`config.mk`:
```
export PLATFORM = sky130hd
export DESIGN_NAME = wllog_ctrl_flat
export DESIGN_NICKNAME = d
export VERILOG_FILES = /design/src/hw/rtl/wllog_pkg.sv /design/src/hw/rtl/wllog_if.sv /design/src/hw/rtl/wllog_ctrl.sv /design/src/flat_wrapper.sv
export VERILOG_INCLUDE_DIRS = /design/src /design/src/hw/rtl
export SDC_FILE = /design/constraint.sdc
export NUM_CORES = 1
export LEC_CHECK = 0
export BUFFER_PORTS_ARGS = -buffer_cell sky130_fd_sc_hd__buf_4
export CAP_MARGIN = 15
export CORE_MARGIN = 8
export CORE_UTILIZATION = 49
export CTS_BUF_LIST = sky130_fd_sc_hd__clkbuf_8
export CTS_CLUSTER_DIAMETER = 100
export DETAILED_ROUTE_END_ITERATION = 10
export HOLD_SLACK_MARGIN = 0.06
export PLACE_DENSITY_LB_ADDON = 0.2
export SLEW_MARGIN = 10
export SYNTH_ARGS = -nofsm -noshare
export SYNTH_HDL_FRONTEND = slang
export SYNTH_SLANG_ARGS = --single-unit
```
`constraint.sdc`:
```
create_clock -name clk -period 3.25 [get_ports clk]
set_clock_uncertainty 0.1 [all_clocks]
set_input_delay 0.4875 -clock clk [delete_from_list [all_inputs] [get_ports clk]]
set_output_delay 0.4875 -clock clk [all_outputs]
set_load 0.02 [all_outputs]
```
`src/hw/rtl/wear_leveled_index_log_macros.svh`:
```
// Assertion macros for the wear-levelled index log.
// The using module provides clk and rst_n; checks are off while in reset.
`ifndef WEAR_LEVELED_INDEX_LOG_MACROS_SVH
`define WEAR_LEVELED_INDEX_LOG_MACROS_SVH

// Condition holds at every clock edge
`define WLIL_ASSERT(label, cond, msg) \
  label: assert property (@(posedge clk) disable iff (!rst_n) (cond)) else $error(msg);

// Antecedent at one edge implies consequent at the next edge
`define WLIL_ASSERT_NEXT(label, ante, cons, msg) \
  label: assert property (@(posedge clk) disable iff (!rst_n) (ante) |=> (cons)) else $error(msg);

`endif

```
`src/hw/rtl/wllog_pkg.sv`:
```
// Shared types and constants for the wear-levelled index log.
// No dependencies; used by the top level, the slot memory and the controller.
`timescale 1ns / 1ps

package wllog_pkg;

  localparam int SLOT_COUNT  = 256;
  localparam int ENTRY_COUNT = 80;
  localparam int SLOT_W      = (SLOT_COUNT > 1) ? $clog2(SLOT_COUNT) : 1;
  localparam int CNT_W       = SLOT_W + 1;

  localparam logic [31:0] LOG_MARKER = 32'h5A5A_5A5A;
  localparam logic [31:0] LOW_ERASED = 32'hFFFF_FFFF;
  localparam logic [15:0] FILL_BITS  = 16'hFFFF;

  typedef enum logic [1:0] {
    MODE_SAVE    = 2'd0,
    MODE_LOAD    = 2'd1,
    MODE_RESTORE = 2'd2,
    MODE_NONE    = 2'd3
  } mode_t;

  typedef struct packed {
    logic              rd_en;
    logic [SLOT_W-1:0] rd_addr;
    logic              wr_en;
    logic [SLOT_W-1:0] wr_addr;
    logic [63:0]       wr_data;
    logic              erase;
  } mem_req_t;

endpackage

```
`src/hw/rtl/wllog_if.sv`:
```
// Valid/ready channel interfaces for the wear-levelled index log.
// Self-contained; the payload widths follow the item formats.
`timescale 1ns / 1ps

interface wllog_in_if;
  logic        valid;
  logic        ready;
  logic [1:0]  mode;
  logic [7:0]  entry_index;
  logic [7:0]  slot_number;
  logic [63:0] raw_word;

  modport source (output valid, mode, entry_index, slot_number, raw_word, input ready);
  modport sink   (input valid, mode, entry_index, slot_number, raw_word, output ready);
endinterface

interface wllog_out_if;
  logic       valid;
  logic       ready;
  logic       status;
  logic [7:0] current_value;
  logic [7:0] slot_touched;
  logic       page_was_erased;
  logic       found_valid;

  modport source (output valid, status, current_value, slot_touched, page_was_erased,
                  found_valid, input ready);
  modport sink   (input valid, status, current_value, slot_touched, page_was_erased,
                  found_valid, output ready);
endinterface

```
`src/hw/rtl/wllog_ctrl.sv`:
```
// Controller: takes an item, scans the slot memory one slot per cycle for a save
// or a restore, writes back and holds the result transaction. Depends on
// wllog_pkg, the channel interfaces and the assertion macros.
`timescale 1ns / 1ps

`include "wear_leveled_index_log_macros.svh"

module wllog_ctrl (
  input  logic                 clk,
  input  logic                 rst_n,
  wllog_in_if.sink             in_ch,
  wllog_out_if.source          out_ch,
  output wllog_pkg::mem_req_t  req,
  input  logic [63:0]          rd_data
);

  typedef enum logic [2:0] {
    ST_IDLE = 3'b001,
    ST_SCAN = 3'b010,
    ST_DONE = 3'b100
  } state_t;

  state_t                         state_r, state_nxt;
  logic [wllog_pkg::CNT_W-1:0]    iss_cnt_r, iss_cnt_nxt;
  logic                           pend_r;
  logic [wllog_pkg::SLOT_W-1:0]   pend_addr_r;
  logic [wllog_pkg::SLOT_W-1:0]   pos_r, pos_nxt;
  logic                           erase_r, erase_nxt;
  logic                           have_r, have_nxt;
  logic [7:0]                     val_r, val_nxt;
  logic [7:0]                     cur_r, cur_nxt;

  wllog_pkg::mode_t               mode_r;
  logic [7:0]                     idx_r;
  logic [7:0]                     slot_r;
  logic [63:0]                    raw_r;

  logic                           out_valid_r, out_valid_nxt;
  logic                           status_r, status_nxt;
  logic [7:0]                     touched_r, touched_nxt;
  logic                           erased_r, erased_nxt;
  logic                           found_r, found_nxt;

  wllog_pkg::mode_t               in_mode;
  logic                           in_fire;
  logic                           out_free;
  logic                           save_ok;
  logic                           is_last;
  logic                           word_valid;
  logic [63:0]                    save_word;

  assign in_mode  = wllog_pkg::mode_t'(in_ch.mode);
  assign in_ch.ready = (state_r == ST_IDLE);
  assign in_fire  = in_ch.valid && in_ch.ready;
  assign out_free = !out_valid_r || out_ch.ready;
  assign save_ok  = idx_r < 8'(wllog_pkg::ENTRY_COUNT);
  assign is_last  = pend_addr_r == wllog_pkg::SLOT_W'(wllog_pkg::SLOT_COUNT - 1);
  assign word_valid = (rd_data[31:0] != wllog_pkg::LOW_ERASED) &&
                      (rd_data[63:32] == wllog_pkg::LOG_MARKER) &&
                      (rd_data[15:8] == ~rd_data[7:0]);
  assign save_word = {wllog_pkg::LOG_MARKER, wllog_pkg::FILL_BITS, ~idx_r, idx_r};

  always_comb begin
    state_nxt     = state_r;
    iss_cnt_nxt   = iss_cnt_r;
    pos_nxt       = pos_r;
    erase_nxt     = erase_r;
    have_nxt      = have_r;
    val_nxt       = val_r;
    cur_nxt       = cur_r;
    out_valid_nxt = out_valid_r && !out_ch.ready;
    status_nxt    = status_r;
    touched_nxt   = touched_r;
    erased_nxt    = erased_r;
    found_nxt     = found_r;
    req           = '0;

    unique case (state_r)
      ST_IDLE: begin
        if (in_fire) begin
          iss_cnt_nxt = '0;
          have_nxt    = 1'b0;
          if ((in_mode == wllog_pkg::MODE_SAVE &&
               in_ch.entry_index < 8'(wllog_pkg::ENTRY_COUNT)) ||
              in_mode == wllog_pkg::MODE_RESTORE) begin
            state_nxt = ST_SCAN;
          end else begin
            state_nxt = ST_DONE;
          end
        end
      end

      ST_SCAN: begin
        // Issue the next read while the previous slot's data comes back
        if (iss_cnt_r < wllog_pkg::CNT_W'(wllog_pkg::SLOT_COUNT)) begin
          req.rd_en   = 1'b1;
          req.rd_addr = iss_cnt_r[wllog_pkg::SLOT_W-1:0];
          iss_cnt_nxt = iss_cnt_r + 1'b1;
        end
        if (pend_r) begin
          if (mode_r == wllog_pkg::MODE_SAVE) begin
            if (rd_data[31:0] == wllog_pkg::LOW_ERASED) begin
              pos_nxt   = pend_addr_r;
              erase_nxt = 1'b0;
              state_nxt = ST_DONE;
            end else if (is_last) begin
              pos_nxt   = '0;
              erase_nxt = 1'b1;
              state_nxt = ST_DONE;
            end
          end else begin
            if (word_valid) begin
              pos_nxt  = pend_addr_r;
              have_nxt = 1'b1;
              val_nxt  = rd_data[7:0];
            end
            if (is_last) begin
              state_nxt = ST_DONE;
            end
          end
        end
      end

      ST_DONE: begin
        if (out_free) begin
          state_nxt     = ST_IDLE;
          out_valid_nxt = 1'b1;
          status_nxt    = 1'b0;
          touched_nxt   = '0;
          erased_nxt    = 1'b0;
          found_nxt     = 1'b0;
          case (mode_r)
            wllog_pkg::MODE_SAVE: begin
              if (save_ok) begin
                req.wr_en   = 1'b1;
                req.wr_addr = pos_r;
                req.wr_data = save_word;
                req.erase   = erase_r;
                cur_nxt     = idx_r;
                touched_nxt = 8'(pos_r);
                erased_nxt  = erase_r;
              end else begin
                status_nxt = 1'b1;
              end
            end
            wllog_pkg::MODE_LOAD: begin
              if ({24'd0, slot_r} < 32'(wllog_pkg::SLOT_COUNT)) begin
                req.wr_en   = 1'b1;
                req.wr_addr = wllog_pkg::SLOT_W'(slot_r);
                req.wr_data = raw_r;
              end
              touched_nxt = slot_r;
            end
            wllog_pkg::MODE_RESTORE: begin
              if (have_r) begin
                cur_nxt     = (val_r < 8'(wllog_pkg::ENTRY_COUNT)) ? val_r : 8'd0;
                touched_nxt = 8'(pos_r);
                found_nxt   = 1'b1;
              end else begin
                cur_nxt = 8'd0;
              end
            end
            default: begin
            end
          endcase
        end
      end

      default: begin
        state_nxt = ST_IDLE;
      end
    endcase
  end

  always_ff @(posedge clk) begin
    if (!rst_n) begin
      state_r     <= ST_IDLE;
      pend_r      <= 1'b0;
      cur_r       <= 8'd0;
      out_valid_r <= 1'b0;
    end else begin
      state_r     <= state_nxt;
      pend_r      <= req.rd_en;
      cur_r       <= cur_nxt;
      out_valid_r <= out_valid_nxt;
    end
  end

  always_ff @(posedge clk) begin
    iss_cnt_r   <= iss_cnt_nxt;
    pend_addr_r <= req.rd_addr;
    pos_r       <= pos_nxt;
    erase_r     <= erase_nxt;
    have_r      <= have_nxt;
    val_r       <= val_nxt;
    status_r    <= status_nxt;
    touched_r   <= touched_nxt;
    erased_r    <= erased_nxt;
    found_r     <= found_nxt;
    if (in_fire) begin
      mode_r <= in_mode;
      idx_r  <= in_ch.entry_index;
      slot_r <= in_ch.slot_number;
      raw_r  <= in_ch.raw_word;
    end
  end

  assign out_ch.valid           = out_valid_r;
  assign out_ch.status          = status_r;
  assign out_ch.current_value   = cur_r;
  assign out_ch.slot_touched    = touched_r;
  assign out_ch.page_was_erased = erased_r;
  assign out_ch.found_valid     = found_r;

  `WLIL_ASSERT(a_no_rd_wr_overlap, !(req.rd_en && req.wr_en), "slot read and write overlap")
  `WLIL_ASSERT(a_erase_with_slot0, !req.erase || (req.wr_en && req.wr_addr == '0), "erase without write to slot 0")
  `WLIL_ASSERT_NEXT(a_accept_leaves_idle, in_fire, state_r != ST_IDLE, "accepted item left controller idle")
  `WLIL_ASSERT_NEXT(a_result_held, out_valid_r && !out_ch.ready, out_valid_r && $stable(touched_r), "pending result changed")

endmodule

```
`src/flat_wrapper.sv`:
```
// flat-port wrapper written by rule: the top's interface ports become plain ports
module wllog_ctrl_flat 
  (clk, rst_n, req, rd_data, in_ch_valid, in_ch_mode, in_ch_entry_index, in_ch_slot_number, in_ch_raw_word, in_ch_ready, out_ch_valid, out_ch_status, out_ch_current_value, out_ch_slot_touched, out_ch_page_was_erased, out_ch_found_valid, out_ch_ready);
  wllog_in_if in_ch_i ();
  wllog_out_if out_ch_i ();
  input  logic clk;
  input  logic rst_n;
  output wllog_pkg::mem_req_t req;
  input  logic [63:0] rd_data;
  input wire logic [$bits(in_ch_i.valid)-1:0] in_ch_valid;
  input wire logic [$bits(in_ch_i.mode)-1:0] in_ch_mode;
  input wire logic [$bits(in_ch_i.entry_index)-1:0] in_ch_entry_index;
  input wire logic [$bits(in_ch_i.slot_number)-1:0] in_ch_slot_number;
  input wire logic [$bits(in_ch_i.raw_word)-1:0] in_ch_raw_word;
  output wire logic [$bits(in_ch_i.ready)-1:0] in_ch_ready;
  output wire logic [$bits(out_ch_i.valid)-1:0] out_ch_valid;
  output wire logic [$bits(out_ch_i.status)-1:0] out_ch_status;
  output wire logic [$bits(out_ch_i.current_value)-1:0] out_ch_current_value;
  output wire logic [$bits(out_ch_i.slot_touched)-1:0] out_ch_slot_touched;
  output wire logic [$bits(out_ch_i.page_was_erased)-1:0] out_ch_page_was_erased;
  output wire logic [$bits(out_ch_i.found_valid)-1:0] out_ch_found_valid;
  input wire logic [$bits(out_ch_i.ready)-1:0] out_ch_ready;
  assign in_ch_i.valid = in_ch_valid;
  assign in_ch_i.mode = in_ch_mode;
  assign in_ch_i.entry_index = in_ch_entry_index;
  assign in_ch_i.slot_number = in_ch_slot_number;
  assign in_ch_i.raw_word = in_ch_raw_word;
  assign in_ch_ready = in_ch_i.ready;
  assign out_ch_valid = out_ch_i.valid;
  assign out_ch_status = out_ch_i.status;
  assign out_ch_current_value = out_ch_i.current_value;
  assign out_ch_slot_touched = out_ch_i.slot_touched;
  assign out_ch_page_was_erased = out_ch_i.page_was_erased;
  assign out_ch_found_valid = out_ch_i.found_valid;
  assign out_ch_i.ready = out_ch_ready;
  wllog_ctrl u_core (.clk(clk), .rst_n(rst_n), .in_ch(in_ch_i), .out_ch(out_ch_i), .req(req), .rd_data(rd_data));
endmodule
```
==> summary.md <==
| Metric | Value |
|---|---|
| Vias/cell | `5.44` |
| Post-synthesis adder-cell area fraction | `0.209%` |
| Max clock buf depth | `2` |
| CP Class | `flip-flop to output port` |
| Drt first pass iters | `5` |
| Core area | `12000 um^2` |
| CP Data Arrival Time | `2.51 ns` |
| Die Ht | `127 um` |
| Final slew viol count | `0` |
| FFs w/ async S/R, synth | `0%` |
| Library cells used by synthesis | `53` |
| Total negative slack | `0 ns` |
| Max-cap violation count | `0` |
| Avg Inst Size Synth | `12.8 um^2` |
| Number of flops mapped to enable cells by yosys | `120` |
| Crit-path cells | `o21ai_0, and3_1, a22oi_1, nor2_1, buf_4` |
| Root buf cell | `clkbuf_8` |
| Synth Warn # | `0` |
| Slowest cell on crit path | `and3_1` |
| Post-DP Area | `8050 um^2` |
| Main flop type after synthesis | `edfxtp_1` |
| WL per Instance | `19.8 um` |
| Critical Path RT | `2.66 ns` |
| Number of global-route vias before repair | `4927` |
| CP Capture Type | `output port` |
| Slew @ Worst Pin | `0.784 ns` |
| Unrepaired setup endpoints after global routing | `no` |
| Post-Place Setup Slack | `0.583 ns` |
| Worst ir drop on vdd | `0.000248 V` |
| Cts hold-fix bufs | `0` |
| Cell area after layout | `8520 um^2` |
| Total Wirelength | `17400 um` |
| Layout cells sized above 1 | `41.3%` |
| Status | `complete, no violations` |
| Inserted Clock Buffers | `17` |
| Mapped Nets | `617` |
| Slowest stage delay, CP | `0.67 ns` |
| Detailed-route DRC error count | `0` |
| Global-route wire length before repair | `26500 um` |
| Hold Path Class | `primary input to flip-flop` |
| Max Fclk | `322 MHz` |
| Multiplexer share of the synthesized area | `0.167%` |
| Initial drt markers | `336` |
| # clock sinks | `141` |
| Vias | `4784` |
| Slew Limit Headroom | `47.2%` |
| Leakage | `3.59 nW` |
| Most frequent cells in the layout | `258 x buf_4, 120 x edfxtp_1, 39 x nand2_1` |
| Die area | `16000 um^2` |
| GR Overflow Total | `0` |
| CP Max Fanout | `19` |
| Final Worst Setup Slack | `0.148 ns` |
| Clock-pin slew on the worst setup and hold paths | `0.08 ns` |
| TritonCTS clock tree | `built` |
| Minimum clock period | `3.10 ns` |
| Xor/xnor cell area share of the yosys netlist | `2.19%` |
| Htree depth | `4` |
| Clock latency on the worst-skew pair | `0.44 ns` |
| Compound-cell area share of the yosys netlist | `10.5%` |
| Die width | `127 um` |
| Commonest non-fill, non-tap cell in the layout | `buf_4` |
| Post-CTS Setup Inserts | `0` |
| Final ANT Viol Nets | `0` |
| CP startpoint kind | `flip-flop` |
| Final nets | `871` |
| Dpl hpwl | `13300 um` |
| Global Route Usage Sum | `21.4%` |
| Gate Count Post-Synth | `466` |
| Initial core utilization | `50.0%` |
| Post-synthesis sequential area ratio | `67.2%` |
| Final Cycle Share | `95.5%` |
| GPL Wtd Cong | `0.855` |
| Pin count of the biggest net entering global routing | `83` |
| Area delta synth->final | `42.4%` |
| Number of port buffers | `253` |
| Boundary Pins | `254` |
| Number of diodes | `0` |
| # rows | `40` |
| Power Dens Cells | `496 nW/um^2` |
| Main combinational cell family by area after synthesis | `simple AND/OR/NAND/NOR gates` |
| Initial antenna violation count | `0` |
| Post-CTS sizing | `0` |
| Setup Viol. Count Final | `0` |
| Final hold violations | `0` |
| Synthesized flop and latch total | `141` |
| Post-Syn Area | `5990 um^2` |
| Synth Area in Simple Gates | `17.7%` |
routing by layer:
layer  global-route usage (%)  share of wire, %  up-vias
li1                         -                 -     2281
met1                     23.4                37     2238
met3                     7.79                10       21
met5                        0                 0        -
met4                     8.35               1.6        0
met2                     37.2                51      244
power breakdown:
part           internal (W)  leakage, nW  total [W]  switching, W
registers           0.00210         1.29    0.00215     0.0000498
clock network       0.00100        0.246    0.00164      0.000639
logic              0.000214         2.05   0.000439      0.000225
total               0.00331         3.59    0.00423      0.000915
stage by stage:
stage          total power (W)  std cells  hold WS [ns]  utilization, %
2_1_floorplan          0.00238        466         0.409               -
5_1_grt                0.00438        880        0.0801            71.2
4_1_cts                0.00426        880        0.0805            71.2
3_3_place_gp           0.00260        848         0.319            67.3
6_report               0.00423        880         0.119            71.2
3_5_place_dp           0.00262        848         0.329            67.3
path summary, 6_finish.rpt:
check                                                    start                              to  slack, ns  cells past startpoint
worst max-delay path                           u_core.idx_r[5]                         req[66]       0.15                      5
worst min register to register  u_core.out_ch.current_value[7]  u_core.out_ch.current_value[7]       0.34                      2
worst max register to register               u_core.state_r[1]                 u_core.val_r[2]       0.68                      5
worst min-delay path                      in_ch_slot_number[6]                u_core.slot_r[6]       0.12                      1
Yosys cell counts, types with 2 or more instances:
| cell | number | area [um^2] |
|---|---|---|
| a21oi_1 | 36 | 180 |
| a22o_1 | 8 | 70.1 |
| a22oi_1 | 15 | 113 |
| a2bb2oi_1 | 6 | 52.6 |
| and2_1 | 12 | 75.1 |
| and3_1 | 22 | 138 |
| buf_1 | 2 | 7.51 |
| buf_2 | 10 | 50.1 |
| clkbuf_1 | 13 | 48.8 |
| dfxtp_1 | 21 | 420 |
| edfxtp_1 | 120 | 3600 |
| inv_1 | 3 | 11.3 |
| nand2_1 | 39 | 146 |
| nand2b_1 | 5 | 31.3 |
| nand3_1 | 7 | 35.0 |
| nand4_1 | 22 | 138 |
| nand4b_1 | 7 | 61.3 |
| nor2_1 | 37 | 139 |
| nor2b_1 | 13 | 81.3 |
| nor4_1 | 2 | 12.5 |
| nor4bb_1 | 6 | 60.1 |
| o211a_1 | 7 | 70.1 |
| o21a_1 | 4 | 30.0 |
| o21ai_0 | 4 | 20.0 |
| o21ai_1 | 2 | 10.0 |
| or2_2 | 2 | 12.5 |
| or3b_4 | 2 | 22.5 |
| xnor2_1 | 3 | 26.3 |
| xor2_1 | 12 | 105 |
final cells by class:
type,count,area [um^2]
Timing Repair Buffer,260,1980
Tap cell,147,184
Clock inverter,14,224
Clock buffer,18,248
Fill cell,870,3440
Inverter,4,17.5
Sequential cell,141,4020
Multi-Input combinational cell,296,1850
state kept, by name, summed over array words and instances (netlist names), 2 cells and up:
register	cells
u_core.idx_r	8
u_core.iss_cnt_r	9
u_core.mode_r	2
u_core.out_ch.current_value	8
u_core.out_ch.slot_touched	8
u_core.pend_addr_r	8
u_core.pos_r	8
u_core.raw_r	64
u_core.slot_r	8
u_core.state_r	3
u_core.val_r	8
logic make-up after synthesis:
| logic type | Yosys count |
|---|---|
| AOI/OAI and AO/OA | 92 |
| muxes | 1 |
| DFF | 141 |
| xor gates and xnor gates | 15 |
| buffers and inverters | 29 |
| adders and majority gates | 1 |
| and+or+nand+nor | 187 |
critical path: cells and delay by family (launching register included):
kind            cells  cell delay [ns]
simple gates        2             0.86
compound gates      2             0.58
flops               1             0.46
buf+inv             1             0.17
(Power assumes the default switching activity.)
